`config.mk`:
```
export PLATFORM = sky130hd
export DESIGN_NAME = pixel_unpack_cursor_composite
export DESIGN_NICKNAME = d
export VERILOG_FILES = /design/src/rtl/core/pucc_pkg.sv /design/src/rtl/core/pucc_unpack.sv /design/src/rtl/core/pucc_blend_mul.sv /design/src/rtl/core/pucc_compose.sv /design/src/rtl/core/pixel_unpack_cursor_composite.sv
export SDC_FILE = /design/constraint.sdc
export NUM_CORES = 1
export LEC_CHECK = 0
export ABC_CLOCK_PERIOD_IN_PS = 12200
export BUFFER_PORTS_ARGS = -buffer_cell sky130_fd_sc_hd__buf_2
export CAP_MARGIN = 0
export CELL_PAD_IN_SITES_DETAIL_PLACEMENT = 1
export CELL_PAD_IN_SITES_GLOBAL_PLACEMENT = 2
export CORE_MARGIN = 4
export CORE_UTILIZATION = 32
export CTS_CLUSTER_SIZE = 25
export DETAILED_ROUTE_END_ITERATION = 12
export GPL_ROUTABILITY_DRIVEN = 0
export PLACE_DENSITY = 0.79
export SLEW_MARGIN = 5
export SYNTH_ARGS = -nofsm -noshare
export SYNTH_HDL_FRONTEND = slang
export SYNTH_SLANG_ARGS = --single-unit
```
`constraint.sdc`:
```
create_clock -name i_clk -period 12.2 [get_ports i_clk]
set_clock_uncertainty 0.1 [all_clocks]
set_input_delay 1.83 -clock i_clk [delete_from_list [all_inputs] [get_ports i_clk]]
set_output_delay 1.83 -clock i_clk [all_outputs]
set_load 0.01 [all_outputs]
```
`src/rtl/core/pucc_pkg.sv`:
```
// Shared types, codes and helpers for the pixel unpack and cursor composite block.
// Used by every module in rtl/core; depends on nothing else.
package pucc_pkg;

    // Configuration register indexes.
    localparam logic [2:0] CFG_PIXEL_FORMAT      = 3'd0;
    localparam logic [2:0] CFG_SWAP_MODE         = 3'd1;
    localparam logic [2:0] CFG_CURSOR_TYPE       = 3'd2;
    localparam logic [2:0] CFG_CURSOR_BACKGROUND = 3'd3;
    localparam logic [2:0] CFG_CURSOR_FOREGROUND = 3'd4;

    // Framebuffer formats.
    localparam logic [2:0] FMT_RGB565 = 3'd3;
    localparam logic [2:0] FMT_RGB888 = 3'd4;
    localparam logic [2:0] FMT_RESET  = FMT_RGB888;

    // Byte order modes.
    localparam logic [1:0] SWAP_HALVES = 2'd1;
    localparam logic [1:0] SWAP_FULL   = 2'd3;

    // Cursor kinds.
    localparam logic [1:0] CUR_MASKED = 2'd1;
    localparam logic [1:0] CUR_ARGB   = 2'd2;

    // Masked cursor codes.
    localparam logic [1:0] CODE_BG     = 2'd0;
    localparam logic [1:0] CODE_FG     = 2'd1;
    localparam logic [1:0] CODE_KEEP   = 2'd2;
    localparam logic [1:0] CODE_INVERT = 2'd3;

    localparam int unsigned NUM_CHAN = 3;

    typedef enum logic [2:0] {
        ACT_NONE,
        ACT_BG,
        ACT_FG,
        ACT_KEEP,
        ACT_INVERT,
        ACT_BLEND
    } t_action;

    typedef struct packed {
        logic [2:0]  pixel_format;
        logic [1:0]  swap_mode;
        logic [1:0]  cursor_type;
        logic [31:0] cursor_background;
        logic [31:0] cursor_foreground;
    } t_cfg;

    // After unpack: current pixel, action and the byte-corrected cursor word.
    typedef struct packed {
        logic [31:0] pixel;
        logic        changed;
        t_action     action;
        logic [31:0] argb;
    } t_unp;

    // After the multipliers: per channel alpha*cursor and alpha*pixel.
    typedef struct packed {
        logic [31:0]                 pixel;
        logic                        changed;
        t_action                     action;
        logic [NUM_CHAN-1:0][15:0]   prod_ac;
        logic [NUM_CHAN-1:0][15:0]   prod_ap;
    } t_mul;

    function automatic logic [31:0] order_fix(input logic [31:0] v, input logic [1:0] mode);
        logic [31:0] res;
        unique case (mode)
            SWAP_HALVES: res = {v[23:16], v[31:24], v[7:0], v[15:8]};
            SWAP_FULL:   res = {v[7:0], v[15:8], v[23:16], v[31:24]};
            default:     res = v;
        endcase
        return res;
    endfunction

endpackage

```
`src/rtl/core/pucc_unpack.sv`:
```
// First pipeline stage: byte order correction, RGB565/RGB888 unpack and cursor decode.
// Depends on pucc_pkg.
module pucc_unpack (
    input  logic              i_clk,
    input  logic              i_rst_n,
    input  pucc_pkg::t_cfg    i_cfg,
    input  logic              i_valid,
    output logic              o_ready,
    input  logic [31:0]       i_fb_word,
    input  logic [31:0]       i_previous_pixel,
    input  logic              i_under_cursor,
    input  logic [1:0]        i_cursor_code,
    input  logic [31:0]       i_cursor_argb,
    output logic              o_valid,
    input  logic              i_ready,
    output pucc_pkg::t_unp    o_data
);

    logic           r_valid;
    pucc_pkg::t_unp r_data;
    pucc_pkg::t_unp n_data;

    always_comb begin
        logic [31:0] fix16;
        logic [31:0] fix32;
        logic [15:0] w;
        fix16 = pucc_pkg::order_fix({16'h0000, i_fb_word[15:0]}, i_cfg.swap_mode);
        fix32 = pucc_pkg::order_fix(i_fb_word, i_cfg.swap_mode);
        w     = fix16[15:0];

        n_data.argb = pucc_pkg::order_fix(i_cursor_argb, i_cfg.swap_mode);

        priority if (i_cfg.pixel_format == pucc_pkg::FMT_RGB565) begin
            n_data.pixel   = {8'h00, w[15:11], 3'b000, w[10:5], 2'b00, w[4:0], 3'b000};
            n_data.changed = 1'b1;
        end else if (i_cfg.pixel_format == pucc_pkg::FMT_RGB888) begin
            n_data.pixel   = {8'h00, fix32[23:0]};
            n_data.changed = 1'b1;
        end else begin
            n_data.pixel   = i_previous_pixel;
            n_data.changed = 1'b0;
        end

        n_data.action = pucc_pkg::ACT_NONE;
        if (i_under_cursor) begin
            unique case (i_cfg.cursor_type)
                pucc_pkg::CUR_MASKED: begin
                    unique case (i_cursor_code)
                        pucc_pkg::CODE_BG:     n_data.action = pucc_pkg::ACT_BG;
                        pucc_pkg::CODE_FG:     n_data.action = pucc_pkg::ACT_FG;
                        pucc_pkg::CODE_KEEP:   n_data.action = pucc_pkg::ACT_KEEP;
                        pucc_pkg::CODE_INVERT: n_data.action = pucc_pkg::ACT_INVERT;
                        default:               n_data.action = pucc_pkg::ACT_NONE;
                    endcase
                end
                pucc_pkg::CUR_ARGB: n_data.action = pucc_pkg::ACT_BLEND;
                default:            n_data.action = pucc_pkg::ACT_NONE;
            endcase
        end
        if (n_data.action != pucc_pkg::ACT_NONE) begin
            n_data.changed = 1'b1;
        end
    end

    assign o_ready = !r_valid || i_ready;

    always_ff @(posedge i_clk) begin
        if (!i_rst_n) begin
            r_valid <= 1'b0;
        end else if (o_ready) begin
            r_valid <= i_valid;
        end
    end

    always_ff @(posedge i_clk) begin
        if (o_ready && i_valid) begin
            r_data <= n_data;
        end
    end

    assign o_valid = r_valid;
    assign o_data  = r_data;

endmodule

```
`src/rtl/core/pucc_blend_mul.sv`:
```
// Second pipeline stage: per-channel alpha products for the ARGB cursor blend.
// Depends on pucc_pkg.
module pucc_blend_mul (
    input  logic              i_clk,
    input  logic              i_rst_n,
    input  logic              i_valid,
    output logic              o_ready,
    input  pucc_pkg::t_unp    i_data,
    output logic              o_valid,
    input  logic              i_ready,
    output pucc_pkg::t_mul    o_data
);

    logic           r_valid;
    pucc_pkg::t_mul r_data;
    pucc_pkg::t_mul n_data;

    always_comb begin
        logic [7:0] alpha;
        alpha          = i_data.argb[31:24];
        n_data.pixel   = i_data.pixel;
        n_data.changed = i_data.changed;
        n_data.action  = i_data.action;
        for (int i = 0; i < pucc_pkg::NUM_CHAN; i++) begin
            n_data.prod_ac[i] = alpha * i_data.argb[8*i +: 8];
            n_data.prod_ap[i] = alpha * i_data.pixel[8*i +: 8];
        end
    end

    assign o_ready = !r_valid || i_ready;

    always_ff @(posedge i_clk) begin
        if (!i_rst_n) begin
            r_valid <= 1'b0;
        end else if (o_ready) begin
            r_valid <= i_valid;
        end
    end

    always_ff @(posedge i_clk) begin
        if (o_ready && i_valid) begin
            r_data <= n_data;
        end
    end

    assign o_valid = r_valid;
    assign o_data  = r_data;

endmodule

```
`src/rtl/core/pucc_compose.sv`:
```
// Third pipeline stage and output register: blend sum and final cursor selection.
// Depends on pucc_pkg.
module pucc_compose (
    input  logic              i_clk,
    input  logic              i_rst_n,
    input  logic [31:0]       i_cursor_background,
    input  logic [31:0]       i_cursor_foreground,
    input  logic              i_valid,
    output logic              o_ready,
    input  pucc_pkg::t_mul    i_data,
    output logic              o_valid,
    input  logic              i_ready,
    output logic [31:0]       o_pixel,
    output logic              o_changed
);

    logic        r_valid;
    logic [31:0] r_pixel;
    logic        r_changed;
    logic [31:0] n_pixel;

    always_comb begin
        logic [16:0] sum;
        logic [23:0] blended;
        blended = '0;
        for (int i = 0; i < pucc_pkg::NUM_CHAN; i++) begin
            // 256*p + a*c never falls below a*p, so the sum cannot wrap.
            sum = {1'b0, i_data.pixel[8*i +: 8], 8'h00} + {1'b0, i_data.prod_ac[i]}
                - {1'b0, i_data.prod_ap[i]};
            blended[8*i +: 8] = sum[15:8];
        end
        unique case (i_data.action)
            pucc_pkg::ACT_BG:     n_pixel = i_cursor_background;
            pucc_pkg::ACT_FG:     n_pixel = i_cursor_foreground;
            pucc_pkg::ACT_INVERT: n_pixel = {i_data.pixel[31:24], ~i_data.pixel[23:0]};
            pucc_pkg::ACT_BLEND:  n_pixel = {8'h00, blended};
            default:              n_pixel = i_data.pixel;
        endcase
    end

    assign o_ready = !r_valid || i_ready;

    always_ff @(posedge i_clk) begin
        if (!i_rst_n) begin
            r_valid <= 1'b0;
        end else if (o_ready) begin
            r_valid <= i_valid;
        end
    end

    always_ff @(posedge i_clk) begin
        if (o_ready && i_valid) begin
            r_pixel   <= n_pixel;
            r_changed <= i_data.changed;
        end
    end

    assign o_valid   = r_valid;
    assign o_pixel   = r_pixel;
    assign o_changed = r_changed;

    // A blended result always has a clear top byte.
    a_blend_top_clear: assert property (@(posedge i_clk) disable iff (!i_rst_n)
        (o_ready && i_valid && i_data.action == pucc_pkg::ACT_BLEND)
        |=> (r_pixel[31:24] == 8'h00 && r_changed))
        else $error("blended pixel has nonzero top byte");

    // Any cursor action marks the pixel as changed.
    a_action_changed: assert property (@(posedge i_clk) disable iff (!i_rst_n)
        (i_valid && i_data.action != pucc_pkg::ACT_NONE) |-> i_data.changed)
        else $error("cursor action without changed flag");

    // A loaded beat is held until the downstream side takes it.
    a_load_valid: assert property (@(posedge i_clk) disable iff (!i_rst_n)
        (o_ready && i_valid) |=> r_valid)
        else $error("accepted beat lost in output stage");

endmodule

```
`src/rtl/core/pixel_unpack_cursor_composite.sv`:
```
// Top level of the pixel unpack and cursor composite block: configuration registers
// and the three-stage pipeline. Depends on pucc_pkg, pucc_unpack, pucc_blend_mul
// and pucc_compose.
//
// Usage: one beat on the slave stream is one screen pixel. The raw framebuffer word
// is byte-order corrected, unpacked from RGB565 or RGB888 (any other format keeps
// the pixel on screen), and the cursor is applied: a two-bit masked cursor or an
// ARGB alpha blend. Each input beat gives exactly one output beat on the master
// stream carrying the displayed pixel and a changed flag in tuser.
// Each beat passes through unpack, the alpha multipliers, then the blend sum and
// final select in the output register. Throughput is one pixel per cycle while
// the receiver keeps taking output beats on the master stream.
// Each stage holds its own valid bit and loads whenever it is empty or its
// successor takes its beat, so bubbles close up. When the receiver stalls, the
// output register holds its beat and the stages fill; input ready drops only
// once all three are occupied. Nothing is dropped or repeated.
// Reset (synchronous, active low) empties the pipeline and loads the register
// defaults: RGB888, no byte swap, cursor off, background and foreground zero.
// Configuration writes are taken every cycle and are meant for an idle pipeline.
module pixel_unpack_cursor_composite (
    input  logic        i_clk,
    input  logic        i_rst_n,
    // Configuration write channel.
    input  logic        i_cfg_valid,
    output logic        o_cfg_ready,
    input  logic [2:0]  i_cfg_index,
    input  logic [31:0] i_cfg_data,
    // Pixel input stream.
    input  logic        s_tvalid,
    output logic        s_tready,
    input  logic [95:0] s_tdata,   // [31:0] fb_word, [63:32] previous_pixel, [95:64] cursor_argb
    input  logic [2:0]  s_tuser,   // [0] under_cursor, [2:1] cursor_code
    // Pixel output stream.
    output logic        m_tvalid,
    input  logic        m_tready,
    output logic [31:0] m_tdata,   // [31:0] pixel
    output logic        m_tuser    // [0] changed
);

    pucc_pkg::t_cfg r_cfg;
    pucc_pkg::t_unp unp_data;
    pucc_pkg::t_mul mul_data;
    logic           unp_valid;
    logic           mul_valid;
    logic           mul_ready;
    logic           cmp_ready;

    assign o_cfg_ready = 1'b1;

    always_ff @(posedge i_clk) begin
        if (!i_rst_n) begin
            r_cfg.pixel_format      <= pucc_pkg::FMT_RESET;
            r_cfg.swap_mode         <= 2'd0;
            r_cfg.cursor_type       <= 2'd0;
            r_cfg.cursor_background <= 32'h0;
            r_cfg.cursor_foreground <= 32'h0;
        end else if (i_cfg_valid && o_cfg_ready) begin
            unique case (i_cfg_index)
                pucc_pkg::CFG_PIXEL_FORMAT:      r_cfg.pixel_format      <= i_cfg_data[2:0];
                pucc_pkg::CFG_SWAP_MODE:         r_cfg.swap_mode         <= i_cfg_data[1:0];
                pucc_pkg::CFG_CURSOR_TYPE:       r_cfg.cursor_type       <= i_cfg_data[1:0];
                pucc_pkg::CFG_CURSOR_BACKGROUND: r_cfg.cursor_background <= i_cfg_data;
                pucc_pkg::CFG_CURSOR_FOREGROUND: r_cfg.cursor_foreground <= i_cfg_data;
                default: ;
            endcase
        end
    end

    pucc_unpack u_unpack (
        .i_clk            (i_clk),
        .i_rst_n          (i_rst_n),
        .i_cfg            (r_cfg),
        .i_valid          (s_tvalid),
        .o_ready          (s_tready),
        .i_fb_word        (s_tdata[31:0]),
        .i_previous_pixel (s_tdata[63:32]),
        .i_under_cursor   (s_tuser[0]),
        .i_cursor_code    (s_tuser[2:1]),
        .i_cursor_argb    (s_tdata[95:64]),
        .o_valid          (unp_valid),
        .i_ready          (mul_ready),
        .o_data           (unp_data)
    );

    pucc_blend_mul u_blend_mul (
        .i_clk   (i_clk),
        .i_rst_n (i_rst_n),
        .i_valid (unp_valid),
        .o_ready (mul_ready),
        .i_data  (unp_data),
        .o_valid (mul_valid),
        .i_ready (cmp_ready),
        .o_data  (mul_data)
    );

    pucc_compose u_compose (
        .i_clk               (i_clk),
        .i_rst_n             (i_rst_n),
        .i_cursor_background (r_cfg.cursor_background),
        .i_cursor_foreground (r_cfg.cursor_foreground),
        .i_valid             (mul_valid),
        .o_ready             (cmp_ready),
        .i_data              (mul_data),
        .o_valid             (m_tvalid),
        .i_ready             (m_tready),
        .o_pixel             (m_tdata),
        .o_changed           (m_tuser)
    );

    // With all three stages full and the receiver stalled, no new beat may enter.
    a_full_stall: assert property (@(posedge i_clk) disable iff (!i_rst_n)
        (unp_valid && mul_valid && m_tvalid && !m_tready) |-> !s_tready)
        else $error("input accepted while pipeline full and stalled");

    // An empty first stage always takes a beat.
    a_empty_ready: assert property (@(posedge i_clk) disable iff (!i_rst_n)
        !unp_valid |-> s_tready)
        else $error("first stage empty but input not ready");

    // An accepted input beat lands in the first stage.
    a_accept_loads: assert property (@(posedge i_clk) disable iff (!i_rst_n)
        (s_tvalid && s_tready) |=> unp_valid)
        else $error("accepted beat not held in first stage");

    // A format write takes effect on the next cycle.
    a_cfg_format: assert property (@(posedge i_clk) disable iff (!i_rst_n)
        (i_cfg_valid && o_cfg_ready && i_cfg_index == pucc_pkg::CFG_PIXEL_FORMAT)
        |=> (r_cfg.pixel_format == $past(i_cfg_data[2:0])))
        else $error("pixel format register not updated");

endmodule
```
==> run metrics <==
status=finished, final reports clean; Non-Filler Instances=~4.1k; antenna violations before repair=5; CTS resizes=0; share of async-settable or async-resettable flops after synthesis=0; Synth Flop Type=edfxtp_1; PnR worst setup slack=between 6 and 7 ns; fin crit period=roughly 5.4 ns; CTS clock-pin slew for the worst setup and hold paths=0.06 ns; worst min-delay path endpoint=u_blend_mul.o_data[96]; TritonCTS clock tree=done; first-pass GRT wire length=roughly 120 mm; Max Clk Rate=0.185 GHz; Setup crit start kind=flop; r2r worst-path depth=16; RSZ-0062 raised after global routing=no; Hold Path Class=flop to flop; initial DRC count=around 890; proportion of layout cells with a drive suffix above 1=0.0931; Slew headroom=0.237; Crit. End Element=flop; clk sinks=a little over 300; Initial Util=0.322; Pwr Density=roughly 180 mW/mm²; Post-synth EDFFs=approximately 230; fin. max-slew vios=0; Core Area=0.0850 mm²; grt ovf=0; die height=between 300 and 400 µm; Post-CTS Hold Fix Bufs=0; vias in the first global route=between 20k and 25k; total iterations of the first detailed-routing run=5; Crit Path Max Fanout=48; Cell Area, Synth=0.0274 mm²; final wirelength=roughly 75 mm; # port buffers=roughly 170; hold_sp=u_unpack.o_data[32]; Min Hold Slack=0.318 ns; clk buf depth=3; Crit Path Class=flop to flop; TritonCTS buffer count=39; Netlist cell types=69; Largest stage delay, worst path=0.54 ns; clock latency on the worst-skew pair=roughly 0.59 ns; post-synthesis sequential area ratio=0.310; WP data required=between 10 and 15 ns; Final Power=about 5.7 mW; via count=roughly 20k; Seq cells post-synth=just over 300; post-route cell area=between 0.03 and 0.04 mm²; Remaining DRCs=0; critical-path cell list=buf_4 > and2_1 > fa_1 > fa_1 > fa_1 > inv_1 > fa_1 > inv_1 > ha_1 > or2_2 > a21oi_1 > a21oi_1 > and4_1 > a2111oi_1 > a21oi_1 > xnor2_1; worst reg2reg setup slack=roughly 6.8 ns; Detail Route Antenna Nets=0; cells after synthesis=approximately 2.8k; largest net degree at the start of global routing=between 80 and 90; GR Util All Layers=0.168; peak supply drop=about 0.00009 V; Crit path top cell by count=fa_1; HPWL after DPL=~57 mm; Max Cap Violations=0; drt wl/cell=18.2 µm; post-CTS setup buffers=0; WP data arrival=around 5.6 ns; Post-Syn Area per Cell=roughly 9.6 µm²; Setup crit start=u_unpack.o_data[29]; post-layout util=0.363; Final Cycle Share=0.443; Chip Width=about 300 µm; final setup vio count=0; Synth warnings=0; P&R area growth vs syn=12.6%; final net count=~3.6k; Placed Cells=~4.1k; area of the die=around 0.090 mm²; CTS root buf=clkbuf_16; I/O pin count=~180; placed inst area=roughly 0.029 mm²; Clock H-tree levels=2; setup TNS=0 ns; # rows=between 100 and 150; worst r2r src=u_unpack.o_data[29]; Final Hold Viols=0; Synth Net Count=approximately 3.5k; CP max-delay cell=a2111oi_1; Pleak=13.8 nW; Tightest Pin Transition=between 1 and 1.5 ns; Cells on Worst Hold Path=0; Reg-to-Reg End=u_blend_mul.o_data[15]; DP Worst Slack=roughly 7 ns; Vias/cell=around 4.8
-- cells by family (layout without fill, tap and decap cells) --
logic type      after synthesis  after routing  share of synthesized area
buf+inv                     556            714                     0.0764
mux                          47             47                     0.0172
flops                       307            307                      0.310
compound gates              451            451                      0.107
simple gates                861            861                      0.157
xor+xnor                     99             99                     0.0317
other cells                   1              3                   0.000137
fa+ha+maj                   518            518                      0.302
-- Yosys cell counts (46+ instances only) --
cell      number  area (µm²)
a21oi_1      154         771
dfxtp_1       74        1480
fa_1         237        4740
nand2_1      286        1070
inv_1        443        1660
o21ai_0       91         455
ha_1         281        3520
nor2_1       141         529
a21boi_0      71         533
mux2i_1       46         460
xnor2_1       84         736
edfxtp_1     233        7000
clkbuf_1     104         390
and2_1       313        1960
-- report_power, final --
| part | switching, mW | internal, mW | total (mW) |
|---|---|---|---|
| Sequential | 0.0970 | 1.38 | 1.48 |
| Clock | 0.495 | 0.730 | 1.22 |
| Combinational | 1.68 | 1.28 | 2.96 |
-- cell usage in the layout, fill, tap and decap left out, drive strengths merged, types with 15 or more instances in the layout --
cell    instances
inv           447
and2          313
nand2         286
ha            281
fa            237
edfxtp        233
buf           198
a21oi         155
nor2          141
o21ai          93
xnor2          84
dfxtp          74
a21boi         71
clkbuf         52
mux2i          46
nor2b          30
nor3           23
a21o           20
and3           20
a211oi         18
o21a           15
xor2           15
-- cell type report --
class	instances	area (µm²)
Inverter	444	1670
Antenna cell	2	5.00
Tap cell	1144	1430
Sequential cell	307	8480
Clock inverter	20	282
Multi-Input combinational cell	1977	16900
Timing Repair Buffer	198	1050
Clock buffer	52	1060
Fill cell	9759	54200
-- per-layer routing --
layer / part of all wire / routed length (µm) / track usage / up-vias
met2: 0.44 / 33200 / 0.267 / 320
met1: 0.49 / 37000 / 0.243 / 9891
met3: 0.050 / 3740 / 0.0257 / 64
li1: - / - / - / 9540
met5: 0 / 0 / 0 / -
met4: 0.019 / 1410 / 0.0363 / 0
-- worst max path at each step --
stage | cells past startpoint | end | slack, ns
floorplan | 2 | u_blend_mul.o_data[0] | 3.30
global placement | 16 | u_blend_mul.o_data[31] | 6.89
detailed placement | 16 | u_blend_mul.o_data[31] | 6.81
CTS | 16 | u_blend_mul.o_data[31] | 6.80
global route | 16 | u_blend_mul.o_data[31] | 6.47
finish | 16 | u_blend_mul.o_data[15] | 6.79
-- state kept, by name (all words and copies together) (netlist names) --
signal and flops:
u_blend_mul.o_valid 1, u_blend_mul.o_data 132, u_unpack.o_data 68, u_unpack.o_valid 1
u_compose.o_valid 1, r_cfg 71, u_compose.o_pixel 32, u_compose.o_changed 1
-- worst max-delay path, delay by kind of cell, from the launching register on --
family / cells / cell delay [ns]
adder cells (fa/ha/maj): 5 / 2.26
AND/OR/NAND/NOR: 3 / 0.77
AO/OA/AOI/OAI: 4 / 0.93
buffers and inverters: 3 / 0.56
flip-flops: 1 / 0.32
XOR/XNOR: 1 / 0.16
(Power assumes the default switching activity.)
